## src/sv/slt_pkg.sv

```systemverilog
// Package with the sizes, types and helper functions of the source lockstep throttle.
package slt_pkg;

    localparam int MAX_SOURCES = 64;
    localparam int COUNT_BITS  = 32;
    localparam int IDX_W       = $clog2(MAX_SOURCES);
    localparam int NUM_W       = 7;
    localparam int SRC_W       = 6;
    localparam int MASK_W      = 64;
    localparam int MIN_OUT_W   = 32;

    localparam logic [NUM_W-1:0] NUM_RESET = NUM_W'(64);

    typedef logic [COUNT_BITS-1:0]  t_count;
    typedef logic [MAX_SOURCES-1:0] t_flags;
    typedef logic [NUM_W-1:0]       t_num;

    function automatic t_num eff_sources(input t_num num);
        return (num > NUM_W'(MAX_SOURCES)) ? NUM_W'(MAX_SOURCES) : num;
    endfunction

    function automatic logic [MASK_W-1:0] used_mask(input t_num n);
        logic [MASK_W-1:0] m;
        for (int i = 0; i < MASK_W; i++) begin
            m[i] = (NUM_W'(i) < n);
        end
        return m;
    endfunction

endpackage

```

## src/sv/source_lockstep_throttle_core.sv

```systemverilog
// Top level of the source lockstep throttle: per-source counts in a memory, read-modify-write.
//
//  channel | direction | handshake               | payload
//  --------+-----------+-------------------------+--------------------------------------
//  input   | in        | i_valid / o_stall       | i_source_index
//  output  | out       | o_valid / i_stall       | o_enabled_mask, o_source_suppressed,
//          |           |                         | o_min_advanced, o_min_count, o_bad_source
//  config  | in        | i_cfg_valid/o_cfg_ready | i_cfg_num_sources
//
// The count memory is read into a register at acceptance and the updated count
// is written back when the update stage completes, so no new beat is taken until
// the previous one has left the update stage. A result waits in the output
// register while the next beat is read. Reset and a configuration write clear
// all state at once through per-source valid bits; no clearing pass is needed.
// A stalled output holds the update stage, which holds the input.
module source_lockstep_throttle_core (
    input  logic                          i_clk,
    input  logic                          i_rst_n,
    input  logic                          i_valid,
    output logic                          o_stall,
    input  logic [slt_pkg::SRC_W-1:0]     i_source_index,
    output logic                          o_valid,
    input  logic                          i_stall,
    output logic [slt_pkg::MASK_W-1:0]    o_enabled_mask,
    output logic                          o_source_suppressed,
    output logic                          o_min_advanced,
    output logic [slt_pkg::MIN_OUT_W-1:0] o_min_count,
    output logic                          o_bad_source,
    input  logic                          i_cfg_valid,
    output logic                          o_cfg_ready,
    input  logic [slt_pkg::NUM_W-1:0]     i_cfg_num_sources
);

    slt_pkg::t_count mem_count [slt_pkg::MAX_SOURCES];

    slt_pkg::t_num   r_num;
    slt_pkg::t_flags r_cnt_vld;
    slt_pkg::t_flags r_supp;
    slt_pkg::t_count r_min;
    slt_pkg::t_num   r_aam;
    slt_pkg::t_num   r_aan;
    slt_pkg::t_num   r_supp_cnt;
    logic            r_s1_valid;
    logic [slt_pkg::SRC_W-1:0] r_idx;
    slt_pkg::t_count r_rd_data;
    logic            r_out_valid;
    logic [slt_pkg::MASK_W-1:0]    r_out_mask;
    logic            r_out_supp;
    logic            r_out_adv;
    logic [slt_pkg::MIN_OUT_W-1:0] r_out_min;
    logic            r_out_bad;

    slt_pkg::t_flags n_supp;
    slt_pkg::t_count n_min;
    slt_pkg::t_num   n_aam;
    slt_pkg::t_num   n_aan;
    slt_pkg::t_num   n_supp_cnt;
    slt_pkg::t_count n_count;
    logic            n_supp_flag;
    logic            n_adv;
    logic            n_bad;

    slt_pkg::t_num              eff;
    logic [slt_pkg::IDX_W-1:0]  idx_t;
    slt_pkg::t_count            prev;
    logic                       in_acc;
    logic                       cfg_acc;
    logic                       s1_done;

    assign eff     = slt_pkg::eff_sources(r_num);
    assign idx_t   = r_idx[slt_pkg::IDX_W-1:0];
    assign o_stall = r_s1_valid;
    assign in_acc  = i_valid && !r_s1_valid;
    assign o_cfg_ready = !r_s1_valid;
    assign cfg_acc = i_cfg_valid && !r_s1_valid;
    assign s1_done = r_s1_valid && (!r_out_valid || !i_stall);
    assign prev    = r_cnt_vld[idx_t] ? r_rd_data : '0;
    assign n_count = prev + slt_pkg::COUNT_BITS'(1);

    always_comb begin
        n_supp      = r_supp;
        n_min       = r_min;
        n_aam       = r_aam;
        n_aan       = r_aan;
        n_supp_cnt  = r_supp_cnt;
        n_supp_flag = 1'b0;
        n_adv       = 1'b0;
        n_bad       = 1'b0;
        if (({1'b0, r_idx} >= eff) || r_supp[idx_t]) begin
            n_bad = 1'b1;
        end else if (prev == r_min) begin
            if (r_aam <= slt_pkg::NUM_W'(1)) begin
                n_min      = r_min + slt_pkg::COUNT_BITS'(1);
                n_aam      = r_aan + slt_pkg::NUM_W'(1);
                n_aan      = r_supp_cnt;
                n_supp     = '0;
                n_supp_cnt = '0;
                n_adv      = 1'b1;
            end else begin
                n_aam = r_aam - slt_pkg::NUM_W'(1);
                n_aan = r_aan + slt_pkg::NUM_W'(1);
            end
        end else begin
            if (r_aan != '0) begin
                n_aan = r_aan - slt_pkg::NUM_W'(1);
            end
            n_supp[idx_t] = 1'b1;
            n_supp_cnt    = r_supp_cnt + slt_pkg::NUM_W'(1);
            n_supp_flag   = 1'b1;
        end
    end

    always_ff @(posedge i_clk) begin
        if (in_acc) begin
            r_rd_data <= mem_count[i_source_index[slt_pkg::IDX_W-1:0]];
            r_idx     <= i_source_index;
        end
    end

    always_ff @(posedge i_clk) begin
        if (s1_done && !n_bad) begin
            mem_count[idx_t] <= n_count;
        end
    end

    always_ff @(posedge i_clk) begin
        if (!i_rst_n) begin
            r_num      <= slt_pkg::NUM_RESET;
            r_cnt_vld  <= '0;
            r_supp     <= '0;
            r_min      <= '0;
            r_aam      <= slt_pkg::eff_sources(slt_pkg::NUM_RESET);
            r_aan      <= '0;
            r_supp_cnt <= '0;
            r_s1_valid <= 1'b0;
            r_out_valid <= 1'b0;
        end else begin
            if (cfg_acc) begin
                r_num      <= i_cfg_num_sources;
                r_cnt_vld  <= '0;
                r_supp     <= '0;
                r_min      <= '0;
                r_aam      <= slt_pkg::eff_sources(i_cfg_num_sources);
                r_aan      <= '0;
                r_supp_cnt <= '0;
            end else if (s1_done) begin
                r_supp     <= n_supp;
                r_min      <= n_min;
                r_aam      <= n_aam;
                r_aan      <= n_aan;
                r_supp_cnt <= n_supp_cnt;
                if (!n_bad) begin
                    r_cnt_vld[idx_t] <= 1'b1;
                end
            end
            if (in_acc) begin
                r_s1_valid <= 1'b1;
            end else if (s1_done) begin
                r_s1_valid <= 1'b0;
            end
            if (s1_done) begin
                r_out_valid <= 1'b1;
            end else if (!i_stall) begin
                r_out_valid <= 1'b0;
            end
        end
    end

    always_ff @(posedge i_clk) begin
        if (s1_done) begin
            r_out_mask <= slt_pkg::used_mask(eff)
                          & ~slt_pkg::MASK_W'(n_supp);
            r_out_supp <= n_supp_flag;
            r_out_adv  <= n_adv;
            r_out_min  <= slt_pkg::MIN_OUT_W'(n_min);
            r_out_bad  <= n_bad;
        end
    end

    assign o_valid             = r_out_valid;
    assign o_enabled_mask      = r_out_mask;
    assign o_source_suppressed = r_out_supp;
    assign o_min_advanced      = r_out_adv;
    assign o_min_count         = r_out_min;
    assign o_bad_source        = r_out_bad;

`ifndef SYNTH
    a_active_sum: assert property (@(posedge i_clk) disable iff (!i_rst_n)
        ({1'b0, r_aam} + {1'b0, r_aan} + {1'b0, r_supp_cnt}) == {1'b0, eff})
        else $error("Active and suppressed source counts do not add up.");

    a_supp_count: assert property (@(posedge i_clk) disable iff (!i_rst_n)
        $countones(r_supp) == 32'(r_supp_cnt))
        else $error("Suppressed count disagrees with suppression flags.");

    a_out_source: assert property (@(posedge i_clk) disable iff (!i_rst_n)
        s1_done |=> r_out_valid && !r_s1_valid)
        else $error("Finished update did not reach the output register.");
`endif

endmodule

```

## config.mk

```make
export PLATFORM = sky130hd
export DESIGN_NAME = source_lockstep_throttle_core
export DESIGN_NICKNAME = d
export VERILOG_FILES = /design/src/sv/slt_pkg.sv /design/src/sv/source_lockstep_throttle_core.sv
export SDC_FILE = /design/constraint.sdc
export NUM_CORES = 2
export LEC_CHECK = 0
export BUFFER_PORTS_ARGS = -buffer_cell sky130_fd_sc_hd__buf_2
export CAP_MARGIN = 20
export CORE_MARGIN = 4
export CORE_UTILIZATION = 55
export CTS_BUF_LIST = sky130_fd_sc_hd__clkbuf_4
export DETAILED_ROUTE_END_ITERATION = 8
export HOLD_SLACK_MARGIN = 0.03
export PLACE_DENSITY_LB_ADDON = 0.2
export SYNTH_ARGS = -nofsm -noshare
export SYNTH_HDL_FRONTEND = slang
export SYNTH_SLANG_ARGS = --single-unit
export TNS_END_PERCENT = 20
```

## constraint.sdc

```tcl
create_clock -name i_clk -period 7.8 [get_ports i_clk]
set_clock_uncertainty 0.05 [all_clocks]
set_input_delay 0.39 -clock i_clk [delete_from_list [all_inputs] [get_ports i_clk]]
set_output_delay 0.39 -clock i_clk [all_outputs]
set_load 0.01 [all_outputs]
```

# Yosys cells after proc, flatten, opt, wreduce, memory -nomap -nowiden
# Memory sizes are Yosys's and may differ from the RTL's. A register that Yosys moved wholly into a read port is not among the register bits.
# Cells that the tools add are included.
[op_classes]
bitwise_logic = 8
reduce_logical = 22
eq_ne = 4
mux = 34
add_sub_neg = 6
order_cmp = 70
[ops]
columns = ["cell", "count"]
rows = [
  ["$lt 6x7->1 const A", 32],
  ["$mux 64", 3],
  ["$mux 32", 4],
  ["$or 64x64->64", 2],
  ["$lt 5x7->1 const A", 16],
  ["$mux 7", 12],
  ["$add 32x1->32 const B", 2],
  ["$and 64x64->64", 1],
  ["$not 64->64", 1],
  ["$lt 4x7->1 const A", 8],
  ["$eq 32x32->1", 1],
  ["$lt 3x7->1 const A", 4],
  ["$add 7x1->7 const B", 2],
  ["$gt 7x7->1 const B", 2],
  ["$lt 1x7->1 const A", 2],
  ["$lt 2x7->1 const A", 2],
  ["$sub 7x1->7 const B", 2],
  ["$bmux 1 s6", 2],
  ["$mux 1", 12],
  ["$reduce_and 3->1", 3],
  ["$reduce_bool 2->1", 4],
  ["$ge 6x7->1", 1],
  ["$le 7x1->1 const B", 1],
  ["$lt 6x7->1 const B", 1],
  ["11 further kinds", 24],
]
[word_totals]
input_bits = 18
reg_bits = 295
memories = 1
mem_bits_rw = 2048
[memory_table]
columns = ["memory", "words", "word_bits", "rd", "rd_ports_with_merged_regs", "write_ports", "line", "rtl"]
rows = [
  ["mem_count", 64, 32, 1, 1, 1, "source_lockstep_throttle_core.sv:34", "slt_pkg::t_count mem_count [slt_pkg::MAX_SOURCES];"],
]

# Longest topological paths before layout
[depth]
word_depth = 9
mapped_depth = 20
depth_no_buf = 16

# Worst setup path after synthesis
# Ideal clock, no wire load.
[synth_timing]
path_type = "flip-flop to flip-flop"
from = "reg r_idx (netlist bit idx_t[1])"
to = "mem mem_count[0][26] (netlist bit), data pin"
period_less_slack_ns = 6.196
setup_time_ns = 0.499
arrival_ns = 5.647
stages_incl_launch_ff = 20
slack_ns = 1.604
path_buffers = 3
cell_sequence = "edfxtp_1 buf_6 buf_6 nand3_1 a21oi_1 a2111oi_0 o2111ai_1 nor3_2 clkbuf_1 nand2b_1 inv_1 ha_1 nand4_1 nor2_1 nand2_1 nor2_1 and4b_1 nand2_1 xor2_1 nor2_1"
[synth_via]
elab_chain_len = 4
[synth_rtl]
columns = ["element", "line", "rtl"]
rows = [
  ["start: declaration", "source_lockstep_throttle_core.sv:44", "logic [slt_pkg::SRC_W-1:0] r_idx;"],
  ["start signal: assignment", "source_lockstep_throttle_core.sv:116", "r_idx <= i_source_index;"],
  ["$bmux 1 s6", "source_lockstep_throttle_core.sv:77", "assign prev = r_cnt_vld[idx_t] ? r_rd_data : '0;"],
  ["$mux 1 (implied by the code)", "source_lockstep_throttle_core.sv:77", ""],
  ["$mux 32", "source_lockstep_throttle_core.sv:77", ""],
  ["$add 32x1->32", "source_lockstep_throttle_core.sv:78", "assign n_count = prev + slt_pkg::COUNT_BITS'(1);"],
  ["via n_count[26]", "source_lockstep_throttle_core.sv:58", "slt_pkg::t_count n_count;"],
  ["end: declaration", "source_lockstep_throttle_core.sv:34", ""],
]
# The timed path passes the listed nets, and every way through them passes these cells. The select of a mux whose other input is x is not followed.

# Final worst setup path
[layout_timing]
from = "reg r_idx (netlist bit idx_t[1])"
to = "mem mem_count[58][20] (netlist bit), data pin"
# The elaborated chain is that of the path after synthesis.

==> impl_metrics.yaml <==
power:
  switching_share_pct: 23.2
  power.share.clock_pct: 39.0
  internal-power_w: 0.0199
  p_leak_nw: 34.3
  netSwitchingPower_w: 0.00601
  peakVddDrop_uv: 170
  pwr-share-comb_pct: 6.4
  power_density_nw_per_um2: 244
  seq_power_share_pct: 54.6
placement:
  port_buffers: 119
  gp_congestion: 0.945
  dp_cells: 6851
  post-dp-hpwl_um: 151000
global_route:
  grt_max_degree: 134
  grt_pass1_vias: 50400
  grt_pass1_wl_um: 358000
  grt_use_total_pct: 27.9
  grt.overflow.total: 0
  antenna_found_initial: 14
detailed_routing:
  routed_via_density: 6.46
  dr.first_iter.drc_count: 6835
  routed_wl_um: 246000
  wire_per_inst_um: 31.1
  antenna_left: 0
  route.vias.total: 51100
  first_pass_iters: 8
  drc: 0
yosys:
  synth-edff-count: 2185
  syn-num-nets: 4713
  syn_area_um2: 93800
  synth_seq_cells: 2375
  ys_warn_count: 0
  synth_simple_gate_area_share_pct: 3.65
  async_flop_share_pct: 0
  synthAdderAreaFrac_pct: 0.187
  ys_seq_area_share_pct: 74.0
  synthCells: 4681
  synth_xor_area_share_pct: 0.831
  synthMuxAreaShare_pct: 16.5
  synth_top_family_by_area: "multiplexers"
  synth_cell_types: 74
  synth_compound_area_share_pct: 3.36
  synthFlopType: "edfxtp_1"
  syn_area_per_cell_um2: 20.0
critical_path:
  cp_max_fo: 43
  slowest_stage: "edfxtp_1"
  slowest_delay_ps: 750
  reg2reg_slack_ps: 1550
  cp.required_ps: 8800
  crit_start: "idx_t[1]$_DFFE_PP_"
  cp.arrival_ps: 7240
  endpoint_kind: "flip-flop"
  worstPathCellList: "buf_8 -> nor2b_1 -> a22oi_1 -> o221a_1 -> o2111ai_1 -> buf_4 -> nor3_4 -> nand2b_2 -> inv_1 -> ha_2 -> nand4_1 -> nor2_1 -> nand2_1 -> nor2_1 -> nand2_1 -> xor2_1 -> nor2_4 -> buf_4"
  r2r_start: "idx_t[1]$_DFFE_PP_"
  crit_path_start_kind: "flip-flop"
  crit_type: "flip-flop to flip-flop"
timing:
  tightest_slew_ps: 1170
  slew-limit-headroom_pct: 22.3
  rsz0062_at_grt: "false"
  max_freq_ghz: 0.160
  worst_hold_slack_ps: 227
  fin_setup_tns_ps: 0
  setup_violations: 0
  min_period_ps: 6250
  hold_viol_final: 0
  finalMaxSlewViolations: 0
  period_share_pct: 80.1
cts:
  cts_tree: "yes"
  cts_buffers: 606
  cts_resized: 0
  cts_hold_buffers: 45
  clk_path_buf_depth: 4
  clock_latency_ps: 1360
  root_buffer: "clkbuf_4"
  htree_levels: 6
  cts.clk_slew.worst_paths_ps: 70
  post_cts_buffers: 0
  numClockSinks: 2375
cells_and_area:
  fin_util_pct: 62.7
  final_nets: 5320
  fin_cells: 7909
  syn_to_final_growth_pct: 13.3
  drive_gt1_share_pct: 34.7
  fillers: 11800
min_path:
  hold_start: "i_source_index[2]"
  hold_class: "input pin to flip-flop"
outcome:
  outcome: "complete, no violations"
floorplan:
  die_h_um: 421
  fp-row-count: 151
  die_x_um: 421
  die-area_um2: 177000
  io_pins: 120
  initial_core_util_pct: 55.3
  core_area_um2: 169000
job:
  max_cap_viol_count: 0
[cell type report]
type	instances	area [um2]	share of cell area, %
diodes	13	32.5	0.0306
repair buffers	312	2920	2.75
clock inverters	141	759	0.715
inverters	25	96.3	0.0907
clock buffers	857	6430	6.05
multi-input cells	1968	23800	22.4
flip-flops and latches	2375	69400	65.3
well taps	2218	2780	2.61
[per-layer routing]
layer | GRT usage, % | vias up | routed length [um]
met5 | 0 | - | 13
met1 | 41.8 | 26400 | 98600
met4 | 9.04 | 2 | 7390
met2 | 40.1 | 3234 | 110000
li1 | - | 21000 | -
met3 | 8.10 | 393 | 29400
[critical path: cells and delay by family (launching register included)]
| family | cells | cell delay [ps] |
|---|---|---|
| fa+ha+maj | 1 | 250 |
| compound gates | 3 | 1060 |
| xor+xnor | 1 | 200 |
| simple gates | 9 | 2430 |
| buf+inv | 4 | 1170 |
| flops | 1 | 750 |
[cell usage in the layout (no fill, tap or decap), types with 72 or more instances in the layout]
master	n
nor2_1	239
a31oi_1	97
mux4_2	673
nor2_4	89
clkbuf_4	857
dfxtp_1	190
nand2_1	116
buf_2	114
edfxtp_1	2185
buf_4	101
clkinv_1	104
a221oi_1	72
[sequential cells by signal, summed over array words and instances, names as in the netlist, 6 cells and up]
register,count
mem_count,2048
o_enabled_mask,64
r_cnt_vld,64
r_supp,64
o_min_count,32
r_min,32
r_rd_data,32
r_aam,7
r_aan,7
r_num,7
r_supp_cnt,7
idx_t,6
[path summary, 6_finish.rpt]
check / endpoint / cells past startpoint
setup reg to reg: mem_count[58][20]$_DFFE_PP_ / 18
setup / recovery: mem_count[58][20]$_DFFE_PP_ / 18
hold reg to reg: r_cnt_vld[2]$_SDFFE_PP0N_ / 1
hold / removal: idx_t[2]$_DFFE_PP_ / 2
[power groups by stage]
| stage | Combinational (W) | Clock [W] | Sequential, W |
|---|---|---|---|
| 2_1_floorplan | 0.000947 | 0 | 0.0144 |
| 3_3_place_gp | 0.00161 | 0 | 0.0144 |
| 3_5_place_dp | 0.00164 | 0 | 0.0144 |
| 4_1_cts | 0.00166 | 0.0104 | 0.0142 |
| 5_1_grt | 0.00175 | 0.0111 | 0.0142 |
| 6_report | 0.00167 | 0.0101 | 0.0142 |
[Yosys cell counts (12+ instances only)]
master | n | area, um2
a221oi_1 | 72 | 631
or3_1 | 16 | 100
nor2_1 | 328 | 1230
o21ai_0 | 52 | 260
a31oi_1 | 97 | 607
mux2i_1 | 29 | 290
and3_1 | 25 | 156
dfxtp_1 | 190 | 3800
o21a_1 | 44 | 330
clkbuf_1 | 206 | 773
buf_2 | 21 | 105
o32ai_1 | 12 | 105
nand2b_1 | 26 | 163
nor4_1 | 16 | 100
a22o_1 | 12 | 105
mux4_2 | 673 | 15200
xnor2_1 | 53 | 464
inv_1 | 23 | 86.3
nor3_1 | 30 | 150
nor4bb_1 | 13 | 130
or2_2 | 17 | 106
nand2_1 | 118 | 443
buf_1 | 75 | 282
nor2b_1 | 15 | 93.8
a21oi_1 | 56 | 280
o31a_1 | 12 | 105
xor2_1 | 36 | 315
ha_1 | 14 | 175
a22oi_1 | 24 | 180
edfxtp_1 | 2185 | 65600
nand3_1 | 39 | 195
[cell families (layout without fill, tap and decap cells)]
logic type,Yosys count,count (layout)
AO/OA/AOI/OAI,450,450
XOR/XNOR,89,89
adder cells (fa/ha/maj),14,14
buffers and inverters,338,1335
flip-flops,2375,2375
multiplexers,706,706
other,0,13
AND/OR/NAND/NOR,709,709
[stage by stage]
stage | area [um2] | setup slack (ps) | power [W]
after global routing | 106000 | 1230 | 0.0270
after floorplan | 93800 | 1600 | 0.0154
after detailed placement | 98600 | 1430 | 0.0161
after CTS | 106000 | 1420 | 0.0262
final | 106000 | 1550 | 0.0260
after global placement | 97700 | 1630 | 0.0160
Power figures use the tool's default switching activity.
